<file path="src/hw/rtl/lcs_pkg.sv">
// ============================================================================
// lcs_pkg
// Shared types and constants of the least-loaded CPU selector: field widths,
// result status codes, controller states and the controller/datapath bundles.
// ============================================================================
package lcs_pkg;

  // Fixed field widths of the item and result ports
  localparam int MaskW   = 16;
  localparam int CpuIdW  = 4;
  localparam int LoadW   = 12;
  localparam int StatusW = 3;

  // Defaults of the top-level parameters
  localparam int DefaultNumCpus   = 16;
  localparam int DefaultCountBits = 12;

  // Reset value of the online mask register: every CPU online
  localparam logic [MaskW-1:0] OnlineReset = 16'hFFFF;

  // Item function code
  typedef enum logic {
    FUNC_REQUEST = 1'b0,
    FUNC_RELEASE = 1'b1
  } func_e;

  // Result status codes
  typedef enum logic [StatusW-1:0] {
    ST_OK       = 3'd0,
    ST_FALLBACK = 3'd1,
    ST_NONE     = 3'd2,
    ST_SAT      = 3'd3,
    ST_UNDER    = 3'd4
  } status_e;

  // How an item gets its target CPU once decoded
  typedef enum logic [1:0] {
    PATH_NONE   = 2'd0,  // no counter touched, answer at once
    PATH_DIRECT = 2'd1,  // target known, read-modify-write it
    PATH_SCAN   = 2'd2   // search the masked online counters first
  } path_e;

  // Controller states
  typedef enum logic [2:0] {
    S_IDLE   = 3'd0,
    S_DECODE = 3'd1,
    S_SCAN   = 3'd2,
    S_TAIL   = 3'd3,
    S_READ   = 3'd4,
    S_UPDATE = 3'd5
  } state_e;

  // Commands from controller to datapath
  typedef struct packed {
    logic capture;    // latch the accepted item
    logic decide;     // register the decode result, restart the scan
    logic emit_none;  // answer without touching any counter
    logic scan_rd;    // read the counter at the scan index
    logic take_best;  // make the scan winner the target
    logic rd_tgt;     // read the target counter
    logic commit;     // update the target counter and load the result
  } ctl_cmd_t;

  // Status from datapath to controller
  typedef struct packed {
    path_e path;
    logic  scan_last;
  } dp_sts_t;

endpackage

</file>
<file path="src/hw/rtl/lcs_ctrl.sv">
// ============================================================================
// lcs_ctrl
// Sequencer of the selector: takes one item at a time, steps it through
// decode and, if it touches a counter, an optional scan, a read and an update of the counter.
// ============================================================================
module lcs_ctrl
  import lcs_pkg::*;
(
  input  logic     clk_i,
  input  logic     rst_ni,
  input  logic     start_i,
  input  dp_sts_t  sts_i,
  output ctl_cmd_t cmd_o,
  output logic     busy_o
);

  state_e state_q, state_d;

  // State register
  always_ff @(posedge clk_i or negedge rst_ni) begin
    if (!rst_ni) begin
      state_q <= S_IDLE;
    end else begin
      state_q <= state_d;
    end
  end

  // Next state and commands
  always_comb begin
    state_d = state_q;
    cmd_o   = '0;
    case (state_q)
      S_IDLE: begin
        if (start_i) begin
          cmd_o.capture = 1'b1;
          state_d       = S_DECODE;
        end
      end
      S_DECODE: begin
        cmd_o.decide = 1'b1;
        case (sts_i.path)
          PATH_NONE: begin
            cmd_o.emit_none = 1'b1;
            state_d         = S_IDLE;
          end
          PATH_DIRECT: state_d = S_READ;
          PATH_SCAN:   state_d = S_SCAN;
          default:     state_d = S_IDLE;
        endcase
      end
      S_SCAN: begin
        cmd_o.scan_rd = 1'b1;
        if (sts_i.scan_last) begin
          state_d = S_TAIL;
        end
      end
      S_TAIL: begin
        // last compare lands here; winner becomes the target
        cmd_o.take_best = 1'b1;
        state_d         = S_READ;
      end
      S_READ: begin
        cmd_o.rd_tgt = 1'b1;
        state_d      = S_UPDATE;
      end
      S_UPDATE: begin
        cmd_o.commit = 1'b1;
        state_d      = S_IDLE;
      end
      default: state_d = S_IDLE;
    endcase
  end

  assign busy_o = (state_q != S_IDLE);

endmodule

</file>
<file path="src/hw/rtl/lcs_datapath.sv">
// ============================================================================
// lcs_datapath
// Load counter memory, online mask register, item decode, the sequential
// least-loaded scan and the counter update with its result registers.
// ============================================================================
module lcs_datapath
  import lcs_pkg::*;
#(
  parameter int NUM_CPUS   = DefaultNumCpus,
  parameter int COUNT_BITS = DefaultCountBits
) (
  input  logic                clk_i,
  input  logic                rst_ni,
  input  ctl_cmd_t            cmd_i,
  output dp_sts_t             sts_o,
  input  logic                func_i,
  input  logic [MaskW-1:0]    cpu_set_i,
  input  logic [CpuIdW-1:0]   release_cpu_i,
  input  logic                cfg_wr_i,
  input  logic [MaskW-1:0]    cfg_online_mask_i,
  output logic                done_o,
  output logic [CpuIdW-1:0]   chosen_cpu_o,
  output logic [StatusW-1:0]  status_o,
  output logic [LoadW-1:0]    new_load_o
);

  localparam int IdxW     = $clog2(NUM_CPUS);
  // only the CPUs that a 16-bit mask can name take part in a scan
  localparam int ScanN    = (NUM_CPUS < MaskW) ? NUM_CPUS : MaskW;
  localparam int ScanIdxW = $clog2(ScanN);
  localparam logic [MaskW:0] CpuMaskW = (MaskW+1)'((1 << ScanN) - 1);
  localparam logic [MaskW-1:0] CpuMask = CpuMaskW[MaskW-1:0];
  localparam logic [COUNT_BITS-1:0] CntMax = '1;

  // Lowest set bit of a mask, zero for an empty mask
  function automatic logic [CpuIdW-1:0] first_bit(input logic [MaskW-1:0] m);
    logic [CpuIdW-1:0] r;
    r = '0;
    for (int i = MaskW - 1; i >= 0; i--) begin
      if (m[i]) begin
        r = CpuIdW'(i);
      end
    end
    return r;
  endfunction

  // Online mask register
  logic [MaskW-1:0] online_q;

  always_ff @(posedge clk_i or negedge rst_ni) begin
    if (!rst_ni) begin
      online_q <= OnlineReset;
    end else if (cfg_wr_i) begin
      online_q <= cfg_online_mask_i;
    end
  end

  // Captured item
  logic              func_q;
  logic [MaskW-1:0]  req_q;
  logic [CpuIdW-1:0] rel_q;

  always_ff @(posedge clk_i) begin
    if (cmd_i.capture) begin
      func_q <= func_i;
      req_q  <= cpu_set_i;
      rel_q  <= release_cpu_i;
    end
  end

  // Decode
  logic [MaskW-1:0]  req_m, on_m, cand;
  path_e             path;
  logic [IdxW-1:0]   dec_tgt;
  status_e           dec_st;
  logic [CpuIdW-1:0] none_cpu;

  assign req_m = req_q & CpuMask;
  assign on_m  = online_q & CpuMask;
  assign cand  = req_m & on_m;

  always_comb begin
    path     = PATH_NONE;
    dec_tgt  = '0;
    dec_st   = ST_OK;
    none_cpu = '0;
    if (func_q == FUNC_RELEASE) begin
      if (int'(rel_q) >= NUM_CPUS) begin
        none_cpu = rel_q;
      end else begin
        path    = PATH_DIRECT;
        dec_tgt = IdxW'(rel_q);
      end
    end else if (req_m == '0) begin
      path = PATH_NONE;
    end else if ((req_m & (req_m - 1'b1)) == '0) begin
      // single CPU asked for: taken as given, online or not
      path    = PATH_DIRECT;
      dec_tgt = IdxW'(first_bit(req_m));
    end else if (cand == '0) begin
      if (on_m != '0) begin
        path    = PATH_DIRECT;
        dec_tgt = IdxW'(first_bit(on_m));
        dec_st  = ST_FALLBACK;
      end
    end else begin
      path = PATH_SCAN;
    end
  end

  // Scan index
  logic [ScanIdxW-1:0] scan_idx_q;

  always_ff @(posedge clk_i or negedge rst_ni) begin
    if (!rst_ni) begin
      scan_idx_q <= '0;
    end else if (cmd_i.decide) begin
      scan_idx_q <= '0;
    end else if (cmd_i.scan_rd) begin
      scan_idx_q <= ScanIdxW'(scan_idx_q + 1'b1);
    end
  end

  assign sts_o.path      = path;
  assign sts_o.scan_last = (scan_idx_q == ScanIdxW'(ScanN - 1));

  // Load counter memory, one read port with registered data
  logic [COUNT_BITS-1:0] mem_q [NUM_CPUS];
  logic [NUM_CPUS-1:0]   vld_q;
  logic [COUNT_BITS-1:0] rd_data_q;
  logic                  rd_vld_q;
  logic                  rd_en;
  logic [IdxW-1:0]       rd_addr;
  logic [IdxW-1:0]       tgt_q;
  logic                  wr_en;
  logic [COUNT_BITS-1:0] wr_data;

  assign rd_en   = cmd_i.scan_rd | cmd_i.rd_tgt;
  assign rd_addr = cmd_i.scan_rd ? IdxW'(scan_idx_q) : tgt_q;

  always_ff @(posedge clk_i) begin
    if (wr_en) begin
      mem_q[tgt_q] <= wr_data;
    end
    if (rd_en) begin
      rd_data_q <= mem_q[rd_addr];
      rd_vld_q  <= vld_q[rd_addr];
    end
  end

  // Entry valid bits: a never-written counter reads as zero
  always_ff @(posedge clk_i or negedge rst_ni) begin
    if (!rst_ni) begin
      vld_q <= '0;
    end else if (wr_en) begin
      vld_q[tgt_q] <= 1'b1;
    end
  end

  logic [COUNT_BITS-1:0] rd_cnt;
  assign rd_cnt = rd_vld_q ? rd_data_q : '0;

  // Scan compare, one counter per cycle, strict less keeps the lowest index
  logic                  cmp_vld_q;
  logic [ScanIdxW-1:0]   cmp_idx_q;
  logic                  found_q, found_d;
  logic [ScanIdxW-1:0]   best_idx_q, best_idx_d;
  logic [COUNT_BITS-1:0] best_cnt_q, best_cnt_d;
  logic [ScanN-1:0]      cand_s;

  assign cand_s = cand[ScanN-1:0];

  always_comb begin
    found_d    = found_q;
    best_idx_d = best_idx_q;
    best_cnt_d = best_cnt_q;
    if (cmp_vld_q && cand_s[cmp_idx_q] && (!found_q || (rd_cnt < best_cnt_q))) begin
      found_d    = 1'b1;
      best_idx_d = cmp_idx_q;
      best_cnt_d = rd_cnt;
    end
  end

  always_ff @(posedge clk_i or negedge rst_ni) begin
    if (!rst_ni) begin
      cmp_vld_q <= 1'b0;
      found_q   <= 1'b0;
    end else begin
      cmp_vld_q <= cmd_i.scan_rd;
      found_q   <= cmd_i.decide ? 1'b0 : found_d;
    end
  end

  always_ff @(posedge clk_i) begin
    cmp_idx_q  <= scan_idx_q;
    best_idx_q <= best_idx_d;
    best_cnt_q <= best_cnt_d;
  end

  // Target and pending status
  status_e st_q;

  always_ff @(posedge clk_i) begin
    if (cmd_i.decide) begin
      tgt_q <= dec_tgt;
      st_q  <= dec_st;
    end else if (cmd_i.take_best) begin
      tgt_q <= IdxW'(best_idx_d);
    end
  end

  // Counter update
  logic    at_floor, at_max;
  status_e upd_st;
  logic [COUNT_BITS-1:0] upd_load;

  assign at_floor = (rd_cnt == '0);
  assign at_max   = (rd_cnt == CntMax);

  always_comb begin
    wr_data  = rd_cnt;
    upd_st   = st_q;
    upd_load = rd_cnt;
    wr_en    = 1'b0;
    if (func_q == FUNC_RELEASE) begin
      if (at_floor) begin
        upd_st = ST_UNDER;
      end else begin
        wr_data  = rd_cnt - 1'b1;
        upd_load = wr_data;
        wr_en    = cmd_i.commit;
      end
    end else begin
      if (at_max) begin
        upd_st = ST_SAT;
      end else begin
        wr_data  = rd_cnt + 1'b1;
        upd_load = wr_data;
        wr_en    = cmd_i.commit;
      end
    end
  end

  // Result registers and strobe
  logic              done_q;
  logic [CpuIdW-1:0] res_cpu_q;
  status_e           res_st_q;
  logic [LoadW-1:0]  res_load_q;

  always_ff @(posedge clk_i or negedge rst_ni) begin
    if (!rst_ni) begin
      done_q <= 1'b0;
    end else begin
      done_q <= cmd_i.commit | cmd_i.emit_none;
    end
  end

  always_ff @(posedge clk_i) begin
    if (cmd_i.emit_none) begin
      res_cpu_q  <= none_cpu;
      res_st_q   <= ST_NONE;
      res_load_q <= '0;
    end else if (cmd_i.commit) begin
      res_cpu_q  <= (func_q == FUNC_RELEASE) ? rel_q : CpuIdW'(tgt_q);
      res_st_q   <= upd_st;
      res_load_q <= LoadW'(upd_load);
    end
  end

  assign done_o       = done_q;
  assign chosen_cpu_o = res_cpu_q;
  assign status_o     = res_st_q;
  assign new_load_o   = res_load_q;

endmodule

</file>
<file path="src/hw/rtl/least_loaded_cpu_selector.sv">
// ============================================================================
// least_loaded_cpu_selector
// Picks the least-loaded online CPU out of a requested set and keeps one
// saturating load counter per CPU; releases count a CPU's load back down.
// ============================================================================
// Usage:
//   Items enter on start/busy: an item (func_i, cpu_set_i, release_cpu_i) is
//   taken at a clock edge where start is high and busy is low. One item is
//   worked on at a time. Every item gives exactly one result, shown on
//   chosen_cpu_o, status_o and new_load_o for a single cycle while done_o is
//   high. The receiver cannot hold results off; the result registers keep the
//   last result until the next one.
//   The online mask is written over cfg_valid_i / cfg_ready_o; ready is
//   always high, and the mask should change only while the block is idle.
//   How an item is handled once it is accepted:
//     an item that touches no counter is answered straight from decode,
//     a release, a single-CPU request or a fallback reads and updates its
//     counter, and a multi-CPU request first scans ScanN counters, where
//     ScanN = min(NUM_CPUS, 16); the scan reads one counter per cycle
//     through the single read port of the counter memory.
//   The done strobe comes when busy is already low, and another item can be
//   taken in that same cycle. Reset clears all counters (through per-entry
//   valid bits) and sets every CPU online.
// ============================================================================
module least_loaded_cpu_selector
  import lcs_pkg::*;
#(
  parameter int NUM_CPUS   = DefaultNumCpus,
  parameter int COUNT_BITS = DefaultCountBits
) (
  input  logic               clk_i,
  input  logic               rst_ni,
  input  logic               start,
  output logic               busy,
  input  logic               func_i,
  input  logic [MaskW-1:0]   cpu_set_i,
  input  logic [CpuIdW-1:0]  release_cpu_i,
  input  logic               cfg_valid_i,
  output logic               cfg_ready_o,
  input  logic [MaskW-1:0]   cfg_online_mask_i,
  output logic               done_o,
  output logic [CpuIdW-1:0]  chosen_cpu_o,
  output logic [StatusW-1:0] status_o,
  output logic [LoadW-1:0]   new_load_o
);

  ctl_cmd_t cmd;
  dp_sts_t  sts;

  // Configuration is always taken
  assign cfg_ready_o = 1'b1;

  // Sequencer
  lcs_ctrl u_ctrl (
    .clk_i   (clk_i),
    .rst_ni  (rst_ni),
    .start_i (start),
    .sts_i   (sts),
    .cmd_o   (cmd),
    .busy_o  (busy)
  );

  // Counters, scan and result
  lcs_datapath #(
    .NUM_CPUS   (NUM_CPUS),
    .COUNT_BITS (COUNT_BITS)
  ) u_datapath (
    .clk_i             (clk_i),
    .rst_ni            (rst_ni),
    .cmd_i             (cmd),
    .sts_o             (sts),
    .func_i            (func_i),
    .cpu_set_i         (cpu_set_i),
    .release_cpu_i     (release_cpu_i),
    .cfg_wr_i          (cfg_valid_i & cfg_ready_o),
    .cfg_online_mask_i (cfg_online_mask_i),
    .done_o            (done_o),
    .chosen_cpu_o      (chosen_cpu_o),
    .status_o          (status_o),
    .new_load_o        (new_load_o)
  );

  // An accepted item keeps the block busy in the next cycle
  a_accept_busy : assert property (@(posedge clk_i) disable iff (!rst_ni)
    (start && !busy) |=> busy)
    else $error("block not busy after accepting an item");

  // A result only follows work in progress
  a_done_after_busy : assert property (@(posedge clk_i) disable iff (!rst_ni)
    done_o |-> $past(busy))
    else $error("result strobe without an item in flight");

  // A result never overlaps the handling of an item
  a_done_idle : assert property (@(posedge clk_i) disable iff (!rst_ni)
    done_o |-> !busy)
    else $error("result strobe while busy");

  // No-CPU and underflow results report a zero load
  a_zero_load : assert property (@(posedge clk_i) disable iff (!rst_ni)
    (done_o && (status_o == ST_NONE || status_o == ST_UNDER)) |-> (new_load_o == '0))
    else $error("nonzero load on a no-CPU or underflow result");

endmodule
</file>
<file path="config.mk">
export PLATFORM = sky130hd
export DESIGN_NAME = least_loaded_cpu_selector
export DESIGN_NICKNAME = d
export VERILOG_FILES = /design/src/hw/rtl/lcs_pkg.sv /design/src/hw/rtl/lcs_ctrl.sv /design/src/hw/rtl/lcs_datapath.sv /design/src/hw/rtl/least_loaded_cpu_selector.sv
export SDC_FILE = /design/constraint.sdc
export NUM_CORES = 1
export LEC_CHECK = 0
export BUFFER_PORTS_ARGS = -buffer_cell sky130_fd_sc_hd__buf_4
export CORE_ASPECT_RATIO = 0.75
export CORE_MARGIN = 2
export CORE_UTILIZATION = 66
export CTS_CLUSTER_SIZE = 24
export DETAILED_ROUTE_END_ITERATION = 6
export GPL_TIMING_DRIVEN = 0
export PLACE_DENSITY_LB_ADDON = 0.1
export SYNTH_ARGS = -nofsm -noshare
export SYNTH_HDL_FRONTEND = slang
export SYNTH_SLANG_ARGS = --single-unit
</file>
<file path="constraint.sdc">
create_clock -name clk_i -period 9.6 [get_ports clk_i]
set_input_delay 1.44 -clock clk_i [delete_from_list [all_inputs] [get_ports clk_i]]
set_output_delay 1.44 -clock clk_i [all_outputs]
set_load 0.01 [all_outputs]
</file>
# Yosys cells after proc, flatten, opt, wreduce, memory -nomap -nowiden
# Memory sizes are Yosys's and may differ from the RTL's. A register that Yosys moved wholly into a read port is not among the register bits.
# Cells that the tools add are included.
[word_totals]
ff_bits = 110
ramBits = 192
in_bits = 41
n_memories = 1
[mem_list]
columns = ["memory", "depth", "width", "read_ports", "rd_ports_with_merged_regs", "wr", "line", "source"]
rows = [
  ["u_datapath.mem_q", 16, 12, 1, 1, 1, "lcs_datapath.sv:128", "logic [COUNT_BITS-1:0] mem_q [NUM_CPUS];"],
]
[op_classes]
addsub = 4
n_lt_le_gt_ge = 5
n_eq_ne = 11
mux = 82
n_bitwise = 6
n_reduce_logical = 18
[op_table]
columns = ["cell", "n"]
rows = [
  ["$mux W4", 44],
  ["$logic_not A16 Y1", 3],
  ["$mux W12", 4],
  ["$and A16 B16 Y16", 2],
  ["$mux W1", 19],
  ["$or A16 B16 Y16", 1],
  ["$reduce_bool A16 Y1", 1],
  ["$sub A16 B1 Y16 const B", 1],
  ["$lt A4 B5 Y1 const B", 3],
  ["$mux W3", 5],
  ["$pmux W3 S5", 1],
  ["$add A12 B1 Y12 const B", 1],
  ["$eq A12 B12 Y1 const B", 1],
  ["$logic_not A12 Y1", 1],
  ["$lt A12 B12 Y1", 1],
  ["$sub A12 B1 Y12 const B", 1],
  ["$mux W2", 5],
  ["$bmux W1 S4", 2],
  ["$eq A3 B2 Y1 const B", 2],
  ["$eq A3 B3 Y1 const B", 2],
  ["$pmux W3 S2", 1],
  ["$reduce_bool A2 Y1", 3],
  ["$add A4 B1 Y4 const B", 1],
  ["$demux W1 S4", 1],
  ["other kinds (16)", 20],
]

# Logic depth before layout (Yosys ltp)
# Gate-level depths: netlist of run 1.
[logic_depth]
depth_word = 22
ltp_mapped = 12
depth_no_buf = 10

# Modules after synthesis
# A second synthesis of run 1 with hierarchy kept.
[unflattened]
cells_unflattened = 928
hier_area_um2 = 13611.8
[by_module_without_submodules]
columns = ["module", "n_inst", "cells_each", "area_per_inst_um2"]
rows = [
  ["lcs_datapath", 1, 903, 13395.3],
  ["lcs_ctrl", 1, 23, 205.2],
  ["least_loaded_cpu_selector", 1, 2, 11.3],
]

# Worst setup path before layout of run 1
# OpenSTA, ideal clock, no wires.
[synth_timing]
path_kind = "reg2reg"
start = "register u_datapath.rd_vld_q"
end = "register u_datapath.tgt_q[0] (data pin)"
setup_ns = 0.261
arrival_time_ns = 3.679
required_ns = 9.339
path_slack_ns = 5.660
path_stages_with_launch = 13
path_buffers = 3
synth_period_minus_slack_ns = 3.940
cell_sequence = "edfxtp_1 clkbuf_1 clkbuf_1 clkbuf_1 and2_1 ha_1 a21oi_1 o21ai_0 a2111oi_0 a211oi_1 a21oi_1 mux2_2 o32a_1"
[synth_between]
elab_chain_len = 7
[synth_lines]
columns = ["item", "line", "source"]
rows = [
  ["from (decl)", "lcs_datapath.sv:131", "logic rd_vld_q;"],
  ["from (signal assigned)", "lcs_datapath.sv:147", "rd_vld_q <= vld_q[rd_addr];"],
  ["$mux W12", "lcs_datapath.sv:161", "assign rd_cnt = rd_vld_q ? rd_data_q : '0;"],
  ["via u_datapath.rd_cnt[11]", "lcs_datapath.sv:160", "logic [COUNT_BITS-1:0] rd_cnt;"],
  ["$lt A12 B12 Y1", "lcs_datapath.sv:177", "if (cmp_vld_q && cand_s[cmp_idx_q] && (!found_q || (rd_cnt < best_cnt_q))) begin"],
  ["$logic_or A1 B1 Y1", "lcs_datapath.sv:177", ""],
  ["$logic_and A1 B1 Y1", "lcs_datapath.sv:177", ""],
  ["$mux W4", "lcs_datapath.sv:177", ""],
  ["via u_datapath.best_idx_d[0]", "lcs_datapath.sv:167", "logic [ScanIdxW-1:0] best_idx_q, best_idx_d;"],
  ["$mux W4", "lcs_datapath.sv:207", "end else if (cmd_i.take_best) begin"],
  ["$mux W4", "lcs_datapath.sv:204", "if (cmd_i.decide) begin"],
  ["to (signal assigned)", "lcs_datapath.sv:205", "tgt_q <= dec_tgt;"],
  ["to (signal assigned)", "lcs_datapath.sv:208", "tgt_q <= IdxW'(best_idx_d);"],
  ["to (decl)", "lcs_datapath.sv:134", "logic [IdxW-1:0] tgt_q;"],
]
# The timed path passes the listed nets, and every way through them passes these cells. The select of a mux whose other input is x is not followed.
# A chain may end at the register's enable or synchronous reset.

# Final worst setup path of run 1
# Ends and elaborated chain as after synthesis.

==> results of run 1 <==
-- cell type report --
cell class,instances,area [um2]
Timing Repair Buffer,67,548.0
Tap cell,282,352.8
Clock inverter,19,207.7
Fill cell,1260,4542
Inverter,31,116.4
Sequential cell,312,8909
Multi-Input combinational cell,723,4603
Buffer,68,285.3
Clock buffer,37,818.3
-- stage by stage --
stage	area [um2]	power (W)	hold WS, ns	worst slack, ns
after floorplan	13830	0.003294	0.4153	5.660
after global placement	14630	0.004074	0.4451	4.381
after detailed placement	14810	0.004244	0.4507	4.962
after CTS	15840	0.005449	0.4646	4.872
after global routing	15840	0.005722	0.4756	4.480
final	15840	0.005523	0.4621	4.814
-- layout by cell type, fill, tap and decap left out, types with 10 or more instances in the layout --
cell       netlist  final
nand2_1        162    162
mux2_2          17     17
and2_1          52     52
dfxtp_1         27     27
dfrtp_1         26     26
a31oi_1         29     29
dfstp_2         16     16
a21oi_1         53     52
edfxtp_1       243    243
a211oi_1        72     72
clkbuf_1        56     60
ha_1            15     15
nor4_1          11     11
or2_2           19     19
nor2_1          64     63
a311oi_1        29     28
nand3_1         12     12
buf_4            1     61
clkbuf_16        0     31
nor3_1          10     10
o21ai_0         24     24
mux2i_1         11     10
inv_1           30     30
-- worst max-delay path, cell delays in order, from the launching register on --
cell and delay (ns):
edfxtp_1 0.45, clkbuf_1 0.36, clkbuf_1 0.39, clkbuf_1 0.44, and2_1 0.23, ha_1 0.26
a21oi_1 0.15, o21ai_0 0.13, a2111oi_0 0.48, a211oi_1 0.28, a21oi_2 0.76, mux2_2 0.43
o32a_1 0.17
-- layer usage --
layer  wire length, um  part of all wire [%]
met1             15290                    43
met2             15350                    43
met3              4212                    12
met4              1028                   2.9
met5                 0                     0
-- power groups by stage --
stage / registers, W / clock network, W / logic, W
2_1_floorplan: 0.00207 / 0 / 0.00122
3_3_place_gp: 0.00211 / 0 / 0.00196
3_5_place_dp: 0.00211 / 0 / 0.00214
4_1_cts: 0.00208 / 0.00121 / 0.00216
5_1_grt: 0.00211 / 0.00127 / 0.00235
6_report: 0.00209 / 0.00121 / 0.00222
-- flip-flops by register name, indices dropped and copies added (netlist names) --
name,count
u_datapath.best_cnt_q,12
u_datapath.chosen_cpu_o,4
u_datapath.scan_idx_q,4
u_datapath.cmp_idx_q,4
u_datapath.st_q,1
u_datapath.rel_q,4
u_datapath.vld_q,16
u_datapath.new_load_o,12
u_datapath.cmp_vld_q,1
u_datapath.tgt_q,4
u_datapath.done_o,1
u_datapath.mem_q,192
u_ctrl.state_q,3
u_datapath.status_o,3
u_datapath.on_m,16
u_datapath.best_idx_q,4
u_datapath.req_m,16
u_datapath.func_q,1
u_datapath.found_q,1
u_datapath.rd_vld_q,1
u_datapath.rd_data_q,12
-- kinds of logic (layout without fill, tap and decap cells) --
logic type,Yosys count,after routing,synth area share (%)
AND/OR/NAND/NOR,386,386,13.39
flip-flops,312,312,64.43
AO/OA/AOI/OAI,280,280,14.57
buffers and inverters,99,222,2.905
multiplexers,31,31,2.670
adder cells (fa/ha/maj),16,16,1.430
XOR/XNOR,9,9,0.5702
other,1,1,0.02712
-- worst min path at each step --
stage                                  endpoint  slack [ns]
5_1_grt         u_datapath.vld_q[7]$_DFFE_PN0P_        0.48
3_5_place_dp    u_datapath.vld_q[7]$_DFFE_PN0P_        0.45
4_1_cts         u_datapath.vld_q[7]$_DFFE_PN0P_        0.46
3_3_place_gp   u_datapath.vld_q[11]$_DFFE_PN0P_        0.45
6_report       u_datapath.vld_q[15]$_DFFE_PN0P_        0.46
2_1_floorplan   u_datapath.cmp_idx_q[2]$_DFF_P_        0.42
==> impl_metrics.json, run 1 <==
{
  "p_switching_w": 0.002195,
  "crit_start": "u_datapath.rd_vld_q$_DFFE_PN_",
  "firstDrtPassIters": 5,
  "grtUsageMet1_pct": 50.67,
  "dieWidth_um": 171.1,
  "ant_nets": 0,
  "seq_area_frac_synth_pct": 64.43,
  "wl_per_cell_um": 23.31,
  "grt_use_met3_pct": 9.010,
  "start_util_pct": 67.83,
  "num_antenna_cells": 0,
  "arrival_ns": 5.08,
  "cap_violations": 0,
  "final_cells": 1539,
  "dp.cells": 1483,
  "critical_path.max_fanout": 15,
  "synth-edff-count": 243,
  "final-setup-viol-count": 0,
  "die_h_um": 129.3,
  "r2r-start": "u_datapath.rd_vld_q$_DFFE_PN_",
  "cp.required_ns": 9.90,
  "timing.critical_path.to": "u_datapath.tgt_q[0]$_DFFE_PP_",
  "drtIter0Drc": 1284,
  "power_density_mw_per_mm2": 348.7,
  "slew_headroom_pct": 13.87,
  "clk_latency_ns": 0.56,
  "cts.sinks": 312,
  "endpoint_kind": "flip-flop",
  "coreArea_mm2": 0.02038,
  "num_vias": 10100,
  "min_from": "u_datapath.vld_q[15]$_DFFE_PN0P_",
  "hold_viol": 0,
  "nets": 1289,
  "netlist_top_cells_area": "edfxtp_1 (53%), dfrtp_1 (4.7%), nand2_1 (4.4%)",
  "avgSynthCellArea_um2": 12.19,
  "cts_buffers": 30,
  "htree_levels": 1,
  "synth_most_common_cell": "edfxtp_1",
  "io_pins": 63,
  "synth_ff_type": "edfxtp_1",
  "cts_resized": 0,
  "post-route-drc-count": 0,
  "async_reset_ff_share_pct": 13.46,
  "postCtsHoldBufs": 0,
  "fin_crit_ns": 4.786,
  "grt_pass1_wl_um": 53980,
  "ys_warn_count": 0,
  "synthToLayoutAreaGrowth_pct": 14.57,
  "final_core_util_pct": 77.72,
  "grt_pass1_vias": 9388,
  "tns_ns": 0,
  "hold_class": "reg2reg",
  "criticalPathCategory": "reg2reg",
  "row_count": 45,
  "reg2reg_depth": 12,
  "overflow": 0,
  "synth.top_cell.area_share_pct": 52.78,
  "numPortBuffers": 60,
  "drive_gt1_share_pct": 16.31,
  "dieArea_mm2": 0.02213,
  "drt-total-wl_um": 35880,
  "grt_max_degree": 43,
  "worst_pin_slew_ns": 1.287,
  "setup.worst_path.start_class": "flip-flop",
  "whs_path_depth": 1,
  "dp_hpwl_um": 25240,
  "via_per_inst": 6.564,
  "place.gp.congestion": 0.9583,
  "clkPwrFrac_pct": 21.9,
  "synth-seq-cells": 312,
  "synth_area_leader_cell": "edfxtp_1",
  "grt.busiest_layer": "met1",
  "rsz0062_at_grt": "false",
  "clk_pin_slew_ns": 0.06,
  "timing.rr.end": "u_datapath.tgt_q[0]$_DFFE_PP_",
  "cts_post_setup_buffers_inserted": 0,
  "ir_drop_mv": 0.2035,
  "switching_share_pct": 39.74,
  "syn_nets": 1190,
  "met2_usage_pct": 46.73,
  "synthCells": 1134,
  "drv_slew": 0,
  "intPower_w": 0.003328,
  "syn_area_mm2": 0.01383,
  "status": "finished, final reports clean",
  "synthTopCellsByCount": "edfxtp_1 (243), nand2_1 (162), a211oi_1 (72)",
  "seqPwrFrac_pct": 37.8,
  "combinationalPowerShare_pct": 40.3,
  "finClkSkew_ns": 0.01786,
  "synth.distinct_cells": 74,
  "grt_antenna_before_repair": 0,
  "clk_path_buf_depth": 3,
  "period_share_pct": 49.85,
  "max_freq_mhz": 209.0,
  "cts_tree": "built",
  "leakagePower_nw": 5.602,
  "track_usage_pct": 32.98,
  "r2r_setup_slack_ns": 4.81,
  "cts_root_buf": "clkbuf_16"
}
Power figures use the tool's default switching activity.
==> run 2, diff against run 1 <==
--- a/config.mk
+++ b/config.mk
@@ -8,7 +8,7 @@
 export BUFFER_PORTS_ARGS = -buffer_cell sky130_fd_sc_hd__buf_4
 export CORE_ASPECT_RATIO = 0.75
 export CORE_MARGIN = 2
-export CORE_UTILIZATION = 66
+export CORE_UTILIZATION = 55
 export CTS_CLUSTER_SIZE = 24
 export DETAILED_ROUTE_END_ITERATION = 6
 export GPL_TIMING_DRIVEN = 0
==> constraint.sdc (replaced) <==
create_clock -name clk_i -period 4.1 [get_ports clk_i]
set_input_delay 0.615 -clock clk_i [delete_from_list [all_inputs] [get_ports clk_i]]
set_output_delay 0.615 -clock clk_i [all_outputs]
set_load 0.01 [all_outputs]
==> impl_metrics.json, run 2 (same netlist as run 1, synthesis figures left out) <==
{
  "ant_nets": 0,
  "io_pins": 63,
  "track_usage_pct": 27.05,
  "drive_gt1_share_pct": 17.35,
  "final_common_cell": "edfxtp_1",
  "grt_antenna_before_repair": 0,
  "post-route-drc-count": 0,
  "drtIter0Drc": 1038,
  "postLayoutCellArea_mm2": 0.01591,
  "tns_ns": 0,
  "pre_cts_ws_ns": -0.2141,
  "row_count": 50,
  "numPortBuffers": 60,
  "finClkSkew_ns": 0.01879,
  "dieWidth_um": 187.1,
  "max_freq_mhz": 249.4,
  "clk_latency_ns": 0.56,
  "cp.required_ns": 4.26,
  "drv_slew": 0,
  "num_vias": 9652,
  "slew_headroom_pct": 16.44,
  "cts.sinks": 312,
  "regMostFlops": "u_datapath.mem_q",
  "coreArea_mm2": 0.02484,
  "worst_pin_slew_ns": 1.249,
  "cap_violations": 0,
  "dieArea_mm2": 0.02643,
  "cts_root_buf": "clkbuf_16",
  "final-setup-viol-count": 0,
  "leakagePower_nw": 5.609,
  "dp_hpwl_um": 25220,
  "grt_pass1_vias": 9207,
  "via_per_inst": 6.033,
  "power_density_mw_per_mm2": 797.4,
  "hold_viol": 0,
  "hold_ws_ns": 0.06456,
  "setup_slack_ns": 0.09099,
  "period_share_pct": 97.78,
  "fin_crit_ns": 4.009,
  "critical_path.max_fanout": 13,
  "endpoint_kind": "flip-flop",
  "cts_buffers": 30,
  "rsz0062_at_grt": "true",
  "start_util_pct": 55.67,
  "arrival_ns": 4.17,
  "final_cell_mix": "edfxtp_1 (243), nand2_1 (162), a211oi_1 (72)",
  "cts_tree": "built",
  "firstDrtPassIters": 5,
  "power_w": 0.01269,
  "status": "finished, final reports clean",
  "nets": 1294,
  "clk_pin_slew_ns": 0.06,
  "ir_drop_mv": 0.3733,
  "wl_per_cell_um": 21.98,
  "die_h_um": 141.3,
  "largest_reg_flops": 192,
  "setup.worst_path.start_class": "flip-flop",
  "hold_class": "in2async",
  "criticalPathCategory": "reg2reg",
  "synthToLayoutAreaGrowth_pct": 15.10,
  "postPlaceCellArea_mm2": 0.01494,
  "place.gp.congestion": 0.9434,
  "num_antenna_cells": 0,
  "clk_path_buf_depth": 3,
  "grt_max_degree": 43,
  "drt-total-wl_um": 35170,
  "grt_pass1_wl_um": 54550,
  "overflow": 0,
  "htree_levels": 1
}
==> run 2: cell types whose count changed in the layout (fill, tap and decap cells not counted), sizes merged <==
| cell | before | now |
|---|---|---|
| buf | 79 | 84 |
| clkinvlp | 2 | 1 |
| clkbuf | 93 | 100 |
| bufinv | 4 | 0 |
| clkinv | 14 | 12 |
==> run 2: timing repair <==
action                                  CTS  global route
pin swaps                                 0             0
gates resized for setup                   3            10
buffers inserted                          0             1
hold buffers                              0             0
endpoints found under the setup margin   95           159
==> run 2: stage by stage <==
step / std cells / utilization (%)
2_1_floorplan: 1134 / -
3_3_place_gp: 1532 / 59.18
3_5_place_dp: 1543 / 60.14
4_1_cts: 1599 / 63.96
5_1_grt: 1600 / 64.08
6_report: 1600 / 64.08
==> run 2: where the power goes <==
group | internal (W) | switching [W]
Sequential | 0.00452 | 0.000356
Clock | 0.00148 | 0.00115
Combinational | 0.00165 | 0.00354
Total | 0.00765 | 0.00504
==> run 2: worst max-delay path: stages, from the launching register on <==
cell	delay, ns
edfxtp_1	0.49
clkbuf_2	0.23
clkbuf_2	0.22
nand2_1	0.15
inv_1	0.14
ha_1	0.27
nand2_1	0.16
nor2_1	0.14
a22o_1	0.26
or4_1	0.64
nor2_1	0.90
==> run 2: metal layers <==
metal | global-route usage, % | routed length (um) | vias up
met4 | 4.804 | 596 | 0
li1 | - | - | 4492
met5 | 0 | 0 | -
met3 | 5.714 | 3333 | 47
met2 | 38.19 | 14470 | 433
met1 | 43.49 | 16770 | 4680
==> run 2: path summary, 6_finish.rpt <==
path	slack, ns	cells past startpoint	from	to
min in group clk_i	0.23	1	release_cpu_i[0]	u_datapath.rel_q[0]$_DFFE_PP_
min reg2reg	0.47	1	u_datapath.vld_q[3]$_DFFE_PN0P_	u_datapath.vld_q[3]$_DFFE_PN0P_
max	0.09	10	u_datapath.rd_vld_q$_DFFE_PN_	u_datapath.mem_q[8][1]$_DFFE_PP_
max reg2reg	0.09	10	u_datapath.rd_vld_q$_DFFE_PN_	u_datapath.mem_q[8][1]$_DFFE_PP_
min	0.06	1	rst_ni	u_datapath.vld_q[5]$_DFFE_PN0P_
max in group asynchronous	3.63	1	rst_ni	u_datapath.vld_q[11]$_DFFE_PN0P_
==> run 2: cell type report <==
class                      count  area [um2]
fill                        1955        8922
buffer                        68       289.0
clock inverter                12       56.30
tap                          338       422.9
timing repair buffer          72       608.1
clock buffer                  44       884.6
sequential                   312        8909
multi-input combinational    723        4628
inverter                      31       116.4
